===== config.mk =====
export PLATFORM = sky130hd
export DESIGN_NAME = circle_rasterizer_flat
export DESIGN_NICKNAME = d
export VERILOG_FILES = /design/src/design/crast_pkg.sv /design/src/design/crast_if.sv /design/src/design/crast_step.sv /design/src/design/crast_emit.sv /design/src/design/circle_rasterizer.sv /design/src/flat_wrapper.sv
export VERILOG_INCLUDE_DIRS = /design/src /design/src/design
export SDC_FILE = /design/constraint.sdc
export NUM_CORES = 1
export LEC_CHECK = 0
export BUFFER_PORTS_ARGS = -buffer_cell sky130_fd_sc_hd__buf_2
export CAP_MARGIN = 20
export CORE_UTILIZATION = 45
export DETAILED_ROUTE_END_ITERATION = 8
export PLACE_DENSITY = 0.71
export SLEW_MARGIN = 20
export SYNTH_ARGS = -nofsm -noshare
export SYNTH_HDL_FRONTEND = slang
export SYNTH_SLANG_ARGS = --single-unit

===== constraint.sdc =====
create_clock -name clk -period 7.3 [get_ports clk]
set_clock_uncertainty 0.2 [all_clocks]
set_input_delay 1.46 -clock clk [delete_from_list [all_inputs] [get_ports clk]]
set_output_delay 1.46 -clock clk [all_outputs]
set_load 0.005 [all_outputs]

===== src/design/assert_macros.svh =====
// Assertion helpers. Both expect clk and rst_n in scope.
`ifndef ASSERT_MACROS_SVH
`define ASSERT_MACROS_SVH
`ifndef ASSERT_OFF
`define ASSERT_ALWAYS(lbl, cond, msg) \
  lbl: assert property (@(posedge clk) disable iff (!rst_n) (cond)) else $error(msg);
`define ASSERT_NEXT(lbl, ante, cons, msg) \
  lbl: assert property (@(posedge clk) disable iff (!rst_n) (ante) |=> (cons)) \
    else $error(msg);
`else
`define ASSERT_ALWAYS(lbl, cond, msg)
`define ASSERT_NEXT(lbl, ante, cons, msg)
`endif
`endif


===== src/design/crast_pkg.sv =====
`timescale 1ns / 1ps
`default_nettype none
package crast_pkg;

  localparam int COORD_BITS = 12;
  localparam int RAD_BITS   = COORD_BITS - 1;
  localparam int W_BITS     = COORD_BITS + 2;
  localparam int CALC_BITS  = W_BITS + 2;

  localparam int OUTLINE_N = 8;
  localparam int FILL_N    = 4;
  localparam int IDX_W     = $clog2(OUTLINE_N);

  typedef enum logic {
    REQ_START = 1'b0,
    REQ_STEP  = 1'b1
  } req_t;

  typedef enum logic {
    MODE_OUTLINE = 1'b0,
    MODE_FILL    = 1'b1
  } mode_t;

  typedef logic [COORD_BITS-1:0]    coord_t;
  typedef logic [RAD_BITS-1:0]      rad_t;
  typedef logic signed [W_BITS-1:0] dec_t;
  typedef logic signed [W_BITS-1:0] pix_t;

  // Snapshot of one step: everything the result sequencer needs.
  typedef struct packed {
    coord_t cx;
    coord_t cy;
    coord_t ox;
    coord_t oy;
    mode_t  mode;
    logic   done;
  } grp_t;

  // Offsets and decision value after one step.
  typedef struct packed {
    coord_t ox;
    coord_t oy;
    dec_t   dec;
    logic   done;
  } next_t;

  // Sequencer status toward the top level.
  typedef struct packed {
    logic take;
    logic busy;
  } emit_stat_t;

endpackage
`default_nettype wire


===== src/design/crast_if.sv =====
`timescale 1ns / 1ps
`default_nettype none
interface crast_in_if
  import crast_pkg::*;
();
  logic   valid;
  logic   ready;
  logic   req_type;
  coord_t center_x;
  coord_t center_y;
  rad_t   radius;
  logic   fill_mode;

  modport source (output valid, req_type, center_x, center_y, radius, fill_mode,
                  input ready);
  modport sink (input valid, req_type, center_x, center_y, radius, fill_mode,
                output ready);
endinterface

interface crast_out_if
  import crast_pkg::*;
();
  logic valid;
  logic ready;
  pix_t x_start;
  pix_t x_end;
  pix_t row;
  logic last_of_step;
  logic done_res;

  modport source (output valid, x_start, x_end, row, last_of_step, done_res,
                  input ready);
  modport sink (input valid, x_start, x_end, row, last_of_step, done_res,
                output ready);
endinterface
`default_nettype wire


===== src/design/crast_step.sv =====
`timescale 1ns / 1ps
`default_nettype none
module crast_step
  import crast_pkg::*;
(
  input  rad_t   rad,
  input  coord_t ox,
  input  coord_t oy,
  input  dec_t   dec,
  output next_t  nxt
);

  logic signed [CALC_BITS-1:0] d, oxe, oye, re, two_ox, nd, nx, ny;

  always_comb begin
    d      = CALC_BITS'(dec);
    oxe    = $signed({{(CALC_BITS-COORD_BITS){1'b0}}, ox});
    oye    = $signed({{(CALC_BITS-COORD_BITS){1'b0}}, oy});
    re     = $signed({{(CALC_BITS-RAD_BITS){1'b0}}, rad});
    two_ox = oxe <<< 1;
    nx     = oxe;
    ny     = oye;
    // Three update rules: move right, move down, or move diagonally.
    if (d >= two_ox) begin
      nd = d - two_ox - CALC_BITS'(1);
      nx = oxe + CALC_BITS'(1);
    end else if (d < ((re - oye) <<< 1)) begin
      nd = d + (oye <<< 1) - CALC_BITS'(1);
      ny = oye - CALC_BITS'(1);
    end else begin
      nd = d + ((oye - oxe - CALC_BITS'(1)) <<< 1);
      nx = oxe + CALC_BITS'(1);
      ny = oye - CALC_BITS'(1);
    end
    nxt.ox   = nx[COORD_BITS-1:0];
    nxt.oy   = ny[COORD_BITS-1:0];
    nxt.dec  = nd[W_BITS-1:0];
    nxt.done = (ny < nx);
  end

endmodule
`default_nettype wire


===== src/design/crast_emit.sv =====
`timescale 1ns / 1ps
`default_nettype none
module crast_emit
  import crast_pkg::*;
(
  input  logic        clk,
  input  logic        rst_n,
  input  logic        grp_load,
  input  grp_t        grp_in,
  output emit_stat_t  stat,
  crast_out_if.source out_ch
);

  localparam logic [IDX_W-1:0] OUT_LAST  = IDX_W'(OUTLINE_N - 1);
  localparam logic [IDX_W-1:0] FILL_LAST = IDX_W'(FILL_N - 1);

  grp_t             grp_r;
  logic             grp_valid_r;
  logic [IDX_W-1:0] k_r;
  logic             out_valid_r;
  pix_t             xs_r, xe_r, row_r;
  logic             last_r, done_r;

  pix_t xpo, xmo, xpy, xmy, ypo, ymo, ypx, ymx;
  pix_t xs, xe, rw;
  logic last, out_load;

  function automatic pix_t ext(input coord_t v);
    ext = $signed({{(W_BITS-COORD_BITS){1'b0}}, v});
  endfunction

  always_comb begin
    xpo = ext(grp_r.cx) + ext(grp_r.ox);
    xmo = ext(grp_r.cx) - ext(grp_r.ox);
    xpy = ext(grp_r.cx) + ext(grp_r.oy);
    xmy = ext(grp_r.cx) - ext(grp_r.oy);
    ypo = ext(grp_r.cy) + ext(grp_r.oy);
    ymo = ext(grp_r.cy) - ext(grp_r.oy);
    ypx = ext(grp_r.cy) + ext(grp_r.ox);
    ymx = ext(grp_r.cy) - ext(grp_r.ox);
    xs  = xmy;
    xe  = xpy;
    rw  = ymx;
    if (grp_r.mode == MODE_FILL) begin
      case (k_r)
        IDX_W'(0): begin xs = xmy; xe = xpy; rw = ypx; end
        IDX_W'(1): begin xs = xmo; xe = xpo; rw = ypo; end
        IDX_W'(2): begin xs = xmo; xe = xpo; rw = ymo; end
        default:   begin xs = xmy; xe = xpy; rw = ymx; end
      endcase
      last = (k_r == FILL_LAST);
    end else begin
      case (k_r)
        IDX_W'(0): begin xs = xpo; rw = ypo; end
        IDX_W'(1): begin xs = xpy; rw = ypx; end
        IDX_W'(2): begin xs = xmo; rw = ypo; end
        IDX_W'(3): begin xs = xmy; rw = ypx; end
        IDX_W'(4): begin xs = xpo; rw = ymo; end
        IDX_W'(5): begin xs = xpy; rw = ymx; end
        IDX_W'(6): begin xs = xmo; rw = ymo; end
        default:   begin xs = xmy; rw = ymx; end
      endcase
      xe   = xs;
      last = (k_r == OUT_LAST);
    end
  end

  assign out_load  = grp_valid_r && (!out_valid_r || out_ch.ready);
  assign stat.take = !grp_valid_r || (out_load && last);
  assign stat.busy = grp_valid_r;

  always_ff @(posedge clk) begin
    if (!rst_n) begin
      grp_valid_r <= 1'b0;
      k_r         <= '0;
      out_valid_r <= 1'b0;
    end else begin
      if (out_load) begin
        k_r <= k_r + IDX_W'(1);
        if (last) begin
          grp_valid_r <= 1'b0;
        end
      end
      if (grp_load) begin
        grp_valid_r <= 1'b1;
        k_r         <= '0;
      end
      if (out_load) begin
        out_valid_r <= 1'b1;
      end else if (out_ch.ready) begin
        out_valid_r <= 1'b0;
      end
    end
  end

  always_ff @(posedge clk) begin
    if (grp_load) begin
      grp_r <= grp_in;
    end
    if (out_load) begin
      xs_r   <= xs;
      xe_r   <= xe;
      row_r  <= rw;
      last_r <= last;
      done_r <= grp_r.done;
    end
  end

  assign out_ch.valid        = out_valid_r;
  assign out_ch.x_start      = xs_r;
  assign out_ch.x_end        = xe_r;
  assign out_ch.row          = row_r;
  assign out_ch.last_of_step = last_r;
  assign out_ch.done_res     = done_r;

endmodule
`default_nettype wire


===== src/design/circle_rasterizer.sv =====
`timescale 1ns / 1ps
`default_nettype none
`include "assert_macros.svh"
// Circle rasterizer (Andres algorithm). A start transaction loads center, radius
// and mode, resets the offsets to (0, radius) and the decision value to radius-1,
// and produces nothing. Each step transaction produces one octant group, read
// from a snapshot of the current offsets: 8 points in outline mode or 4
// horizontal spans in fill mode, then advances the offsets. The step whose
// advance crosses the diagonal marks every result of its group with done_res and
// returns the block to idle; a step while idle is accepted and dropped. The
// single result register moves one result per cycle while the consumer holds
// ready high, and a group holds it until its last result has entered it. The
// next transaction is taken in the cycle the previous group's last result
// enters the result register, so the output never bubbles between groups
// while the consumer keeps ready high.
module circle_rasterizer
  import crast_pkg::*;
(
  input  logic        clk,
  input  logic        rst_n,
  crast_in_if.sink    in_ch,
  crast_out_if.source out_ch
);

  // Circle state
  coord_t cx_r, cy_r, ox_r, oy_r;
  rad_t   rad_r;
  dec_t   dec_r;
  mode_t  mode_r;
  logic   active_r;

  next_t      step_nxt;
  emit_stat_t stat;
  grp_t       grp;
  logic       in_acc, is_step, grp_load;

  assign in_ch.ready = stat.take;
  assign in_acc      = in_ch.valid && in_ch.ready;
  assign is_step     = (req_t'(in_ch.req_type) == REQ_STEP);
  // Only a step on an active circle produces a group.
  assign grp_load    = in_acc && is_step && active_r;

  crast_step u_step (
    .rad (rad_r),
    .ox  (ox_r),
    .oy  (oy_r),
    .dec (dec_r),
    .nxt (step_nxt)
  );

  always_comb begin
    grp.cx   = cx_r;
    grp.cy   = cy_r;
    grp.ox   = ox_r;
    grp.oy   = oy_r;
    grp.mode = mode_r;
    grp.done = step_nxt.done;
  end

  crast_emit u_emit (
    .clk      (clk),
    .rst_n    (rst_n),
    .grp_load (grp_load),
    .grp_in   (grp),
    .stat     (stat),
    .out_ch   (out_ch)
  );

  always_ff @(posedge clk) begin
    if (!rst_n) begin
      cx_r     <= '0;
      cy_r     <= '0;
      rad_r    <= '0;
      ox_r     <= '0;
      oy_r     <= '0;
      dec_r    <= '0;
      mode_r   <= MODE_OUTLINE;
      active_r <= 1'b0;
    end else if (in_acc && !is_step) begin
      // Start: load a new circle, abandoning any in progress.
      cx_r     <= in_ch.center_x;
      cy_r     <= in_ch.center_y;
      rad_r    <= in_ch.radius;
      mode_r   <= mode_t'(in_ch.fill_mode);
      ox_r     <= '0;
      oy_r     <= {{(COORD_BITS-RAD_BITS){1'b0}}, in_ch.radius};
      dec_r    <= $signed({{(W_BITS-RAD_BITS){1'b0}}, in_ch.radius}) - W_BITS'(1);
      active_r <= 1'b1;
    end else if (grp_load) begin
      // Step: advance the offsets once the group snapshot is captured.
      ox_r  <= step_nxt.ox;
      oy_r  <= step_nxt.oy;
      dec_r <= step_nxt.dec;
      if (step_nxt.done) begin
        active_r <= 1'b0;
      end
    end
  end

  `ASSERT_NEXT(a_step_loads_group, grp_load, stat.busy, "step on active circle lost its group")
  `ASSERT_NEXT(a_start_arms, in_acc && !is_step, active_r && (ox_r == '0), "start did not arm circle")
  `ASSERT_ALWAYS(a_span_order, !out_ch.valid || (out_ch.x_end >= out_ch.x_start), "span reversed")

endmodule
`default_nettype wire


===== src/flat_wrapper.sv =====
// flat-port wrapper written by rule: the top's interface ports become plain ports
module circle_rasterizer_flat import crast_pkg::*;
  (clk, rst_n, in_ch_valid, in_ch_req_type, in_ch_center_x, in_ch_center_y, in_ch_radius, in_ch_fill_mode, in_ch_ready, out_ch_valid, out_ch_x_start, out_ch_x_end, out_ch_row, out_ch_last_of_step, out_ch_done_res, out_ch_ready);
  crast_in_if in_ch_i ();
  crast_out_if out_ch_i ();
  input  logic clk;
  input  logic rst_n;
  input wire logic [$bits(in_ch_i.valid)-1:0] in_ch_valid;
  input wire logic [$bits(in_ch_i.req_type)-1:0] in_ch_req_type;
  input wire logic [$bits(in_ch_i.center_x)-1:0] in_ch_center_x;
  input wire logic [$bits(in_ch_i.center_y)-1:0] in_ch_center_y;
  input wire logic [$bits(in_ch_i.radius)-1:0] in_ch_radius;
  input wire logic [$bits(in_ch_i.fill_mode)-1:0] in_ch_fill_mode;
  output wire logic [$bits(in_ch_i.ready)-1:0] in_ch_ready;
  output wire logic [$bits(out_ch_i.valid)-1:0] out_ch_valid;
  output wire logic [$bits(out_ch_i.x_start)-1:0] out_ch_x_start;
  output wire logic [$bits(out_ch_i.x_end)-1:0] out_ch_x_end;
  output wire logic [$bits(out_ch_i.row)-1:0] out_ch_row;
  output wire logic [$bits(out_ch_i.last_of_step)-1:0] out_ch_last_of_step;
  output wire logic [$bits(out_ch_i.done_res)-1:0] out_ch_done_res;
  input wire logic [$bits(out_ch_i.ready)-1:0] out_ch_ready;
  assign in_ch_i.valid = in_ch_valid;
  assign in_ch_i.req_type = in_ch_req_type;
  assign in_ch_i.center_x = in_ch_center_x;
  assign in_ch_i.center_y = in_ch_center_y;
  assign in_ch_i.radius = in_ch_radius;
  assign in_ch_i.fill_mode = in_ch_fill_mode;
  assign in_ch_ready = in_ch_i.ready;
  assign out_ch_valid = out_ch_i.valid;
  assign out_ch_x_start = out_ch_i.x_start;
  assign out_ch_x_end = out_ch_i.x_end;
  assign out_ch_row = out_ch_i.row;
  assign out_ch_last_of_step = out_ch_i.last_of_step;
  assign out_ch_done_res = out_ch_i.done_res;
  assign out_ch_i.ready = out_ch_ready;
  circle_rasterizer u_core (.clk(clk), .rst_n(rst_n), .in_ch(in_ch_i), .out_ch(out_ch_i));
endmodule

==> metrics.log <==
INFO  metric run_status = finished, final reports clean
INFO  metric fillerInstances = 3402
INFO  metric power.combinational.fraction = 58.6%
INFO  metric wirelength_met1 = 21100 um
INFO  metric maxClockFrequency = 162 MHz
INFO  metric drtIter0Drc = 1231
INFO  metric first_global_vias = 13825
INFO  metric share_clk_of_total_power = 17.5%
INFO  metric nNetsFinal = 2228
INFO  metric synth_warnings = 0
INFO  metric dr_total_vias = 14826
INFO  metric clk-insertion-delay-late = 460 ps
INFO  metric start_util = 45.7%
INFO  metric worst-slew-pin-transition = 1050 ps
INFO  metric post_layout_nonfiller_instances = 2447
INFO  metric synth_fa_ha_area_share = 17.1%
INFO  metric global_route.overflow_total = 0
INFO  metric post_synthesis_compound_gate_area_fraction = 22.2%
INFO  metric synth_simple_gate_area_share = 17.1%
INFO  metric cp_slowest_cell = dfxtp_1
INFO  metric slew-limit-headroom = 29.6%
INFO  metric routed_wirelength = 50600 um
INFO  metric crit_path_end_kind = flip-flop
INFO  metric utilization = 49.5%
INFO  metric power.ir.vdd_worst = 198 uV
INFO  metric synthDistinctLibCells = 76
INFO  metric hold_viol_final = 0
INFO  metric number_of_antenna_violations_at_the_first_check_in_global_routing = 0
INFO  metric dpl.hpwl = 40000 um
INFO  metric placedCellCount = 2415
INFO  metric met3RoutedLength = 2960 um
INFO  metric post-cts-setup-buffer-count = 0
INFO  metric ys_ff_latch = 173
INFO  metric io_buffers = 86
INFO  metric power.net_switching = 2.40 mW
INFO  metric layout-drive-gt1-share = 8.36%
INFO  metric cp.arrival = 6180 ps
INFO  metric pre_cts_slack = 1250 ps
INFO  metric synth-seq-area-share = 27.1%
INFO  metric synth.top_cells.by_count = 201 x ha_1, 183 x nand2_1, 155 x nor2_1
INFO  metric firstDrtPassIters = 5
INFO  metric sequentialPowerShare = 23.9%
INFO  metric vert_die_dim = 192 um
INFO  metric route.top_layer_used = met4
INFO  metric synth.top_cells.by_area = edfxtp_1 17%, ha_1 16%, dfxtp_1 9.9%
INFO  metric routed_wire_length_per_instance = 20.7 um
INFO  metric grt_first_pass_wirelength = 77200 um
INFO  metric die_area = 36800 um^2
INFO  metric synthMostInstantiatedCell = ha_1
INFO  metric synth_async_sr_flop_share = 0%
INFO  metric std_cell_rows = 69
INFO  metric p_sw_share = 45.8%
INFO  metric clock_tree_from_tritoncts = done
INFO  metric design.portCount = 87
INFO  metric drc = 0
INFO  metric synth_top_area_share = 17.2%
INFO  metric min-delay-path-class = flip-flop to flip-flop
INFO  metric critPathLaunchType = flip-flop
INFO  metric post_cts.resized_instances = 0
INFO  metric cp_data_required_time = 7300 ps
INFO  metric gp_routability_congestion = 1.02
INFO  metric coreArea = 35500 um^2
INFO  metric max_cap_violations = 0
INFO  metric path_max_fanout = 6
INFO  metric synth_cells = 1941
INFO  metric synth.largest_area_cell = edfxtp_1
INFO  metric routed-wl-met2 = 23900 um
INFO  metric cp_top_family = compound AO/OA/AOI/OAI gates
INFO  metric synth_top_family_by_area = compound AO/OA/AOI/OAI gates
INFO  metric syn_to_final_growth = 8.42%
INFO  metric cts.htree.levels = 4
INFO  metric synth.area.mux_share = 2.54%
INFO  metric clockRootBuffer = clkbuf_16
INFO  metric p_int = 2.83 mW
INFO  metric ctsHoldBuffers = 0
INFO  metric synth-xor-area-share = 8.27%
INFO  metric post_synth_net_total = 2196
INFO  metric synth_enable_flop_cells = 93
INFO  metric critPathBufInv = 1
INFO  metric min_period = 6180 ps
INFO  metric setup_total_negative_slack = 0 ps
INFO  metric globalRouteTotalUtil = 27.6%
INFO  metric max_stage_delay = 440 ps
INFO  metric slew_violations = 0
INFO  metric postRouteAntennaNets = 0
INFO  metric path_class = flip-flop to flip-flop
INFO  metric final_min_period_over_clock_period = 84.6%
INFO  metric synth_area_per_cell = 8.35 um^2
INFO  metric cts_buffer_depth = 2
INFO  metric tritoncts_num_sinks = 173
INFO  metric power.leakage = 7.19 nW
INFO  metric whs = 230 ps
INFO  metric dieWidth = 192 um
INFO  metric postLayoutSetupSlackWorst = 1120 ps
INFO  metric avgViaCountPerCell = 6.06
INFO  metric synth_area = 16200 um^2
INFO  metric cts_made_buffers = 17
INFO  metric pwr_dens = 297 nW/um^2
INFO  metric pin_count_of_the_biggest_net_entering_global_routing = 53
INFO  metric grt_setup_unrepaired = no
INFO  metric synth_flop_cell = edfxtp_1
INFO  metric clkSlewWorstSetupHoldPaths = 70 ps
INFO  metric setup_viol = 0
INFO  metric antenna-diode-count = 0
placed cells by master (no fill, tap or decap), drive strengths merged, types with 15 or more instances in the layout:
cell and instances:
nand3 55, or3 23, a31oi 22, a22oi 15, nor3 56, a211oi 28
a221oi 17, mux2i 31, xor2 47, a21oi 150, o21a 28, clkbuf 17
edfxtp 93, o31ai 17, inv 156, a21o 28, nand2b 19, nor2b 35
ha 201, o21bai 23, nor2 155, buf 102, o21ai 79, xnor2 106
nand2 183, o211ai 20, dfxtp 80
cells by family (layout without fill, tap and decap cells):
| group | count (synthesis) | after routing |
|---|---|---|
| AOI/OAI and AO/OA | 532 | 532 |
| muxes | 36 | 36 |
| xor gates and xnor gates | 153 | 153 |
| and+or+nand+nor | 594 | 594 |
| DFF | 173 | 173 |
| adders and majority gates | 214 | 214 |
| buffers and inverters | 239 | 284 |
worst reg2reg max path: stages, from the launching register on:
cell and delay [ps]:
dfxtp_1 440, inv_1 180, ha_1 350, nor2b_1 140, o21ai_0 240, a21oi_1 130
o21ai_0 260, a21oi_1 130, o21a_1 230, or2_2 310, a211oi_1 250, ha_1 290
a21oi_1 130, o21ai_0 130, a311o_1 360, o221a_2 140, o21bai_1 240, nand2b_1 320
nor2_1 110, xnor2_1 130, ha_1 300, nand4_1 160, nor3_1 230, nor2_1 60
o211ai_1 90, a31oi_1 70, or2_2 300
flip-flops by register name (all words and copies together) (netlist names):
name	flops
u_core.u_emit.grp_r	50
u_core.cy_r	12
u_core.ox_r	12
u_core.mode_r	1
u_core.dec_r	14
u_core.u_emit.out_ch.row	14
u_core.u_emit.grp_valid_r	1
u_core.u_emit.k_r	3
u_core.oy_r	12
u_core.u_emit.out_ch.done_res	1
u_core.cx_r	12
u_core.u_emit.out_ch.valid	1
u_core.u_emit.out_ch.x_end	13
u_core.u_emit.out_ch.x_start	14
u_core.active_r	1
u_core.u_emit.out_ch.last_of_step	1
u_core.rad_r	11
power by group through the flow:
stage | Sequential [mW] | Clock [mW] | Combinational, mW
after floorplan | 1.23 | 0 | 2.26
after global placement | 1.27 | 0 | 2.94
after detailed placement | 1.27 | 0 | 2.99
after CTS | 1.25 | 0.934 | 3.01
after global routing | 1.26 | 0.963 | 3.35
final | 1.25 | 0.913 | 3.07
metal layers:
| layer | up-vias | GRT usage [%] |
|---|---|---|
| met3 | 122 | 3.89 |
| met5 | - | 0 |
| met1 | 7020 | 34.0 |
| met4 | 0 | 14.5 |
| li1 | 7073 | - |
| met2 | 611 | 46.8 |
per-stage QoR:
step	power, mW	instance area [um^2]
floorplan	3.49	16200
global placement	4.21	17000
detailed placement	4.26	17000
CTS	5.19	17600
global route	5.57	17600
finish	5.23	17600
worst paths after layout:
check                                                    endpoint                        start  depth (start not counted)  slack [ps]
worst min register to register  u_core.u_emit.grp_r[44]$_DFFE_PP_  u_core.cx_r[6]$_SDFFE_PN0P_                          0         230
worst max-delay path             u_core.u_emit.grp_r[0]$_DFFE_PP_  u_core.oy_r[2]$_SDFFE_PN0P_                         26        1120
worst min-delay path            u_core.u_emit.grp_r[44]$_DFFE_PP_  u_core.cx_r[6]$_SDFFE_PN0P_                          0         230
worst max register to register   u_core.u_emit.grp_r[0]$_DFFE_PP_  u_core.oy_r[2]$_SDFFE_PN0P_                         26        1120
cell type report:
class	instances	area (um^2)	area share, %
multi-input combinational	1529	10900	62.1
sequential	173	4390	25.0
tap	461	577	3.28
inverter	150	563	3.20
timing repair buffer	102	551	3.13
clock buffer	17	425	2.42
clock inverter	15	153	0.868
Note: power is estimated with default switching activity, not from simulation.
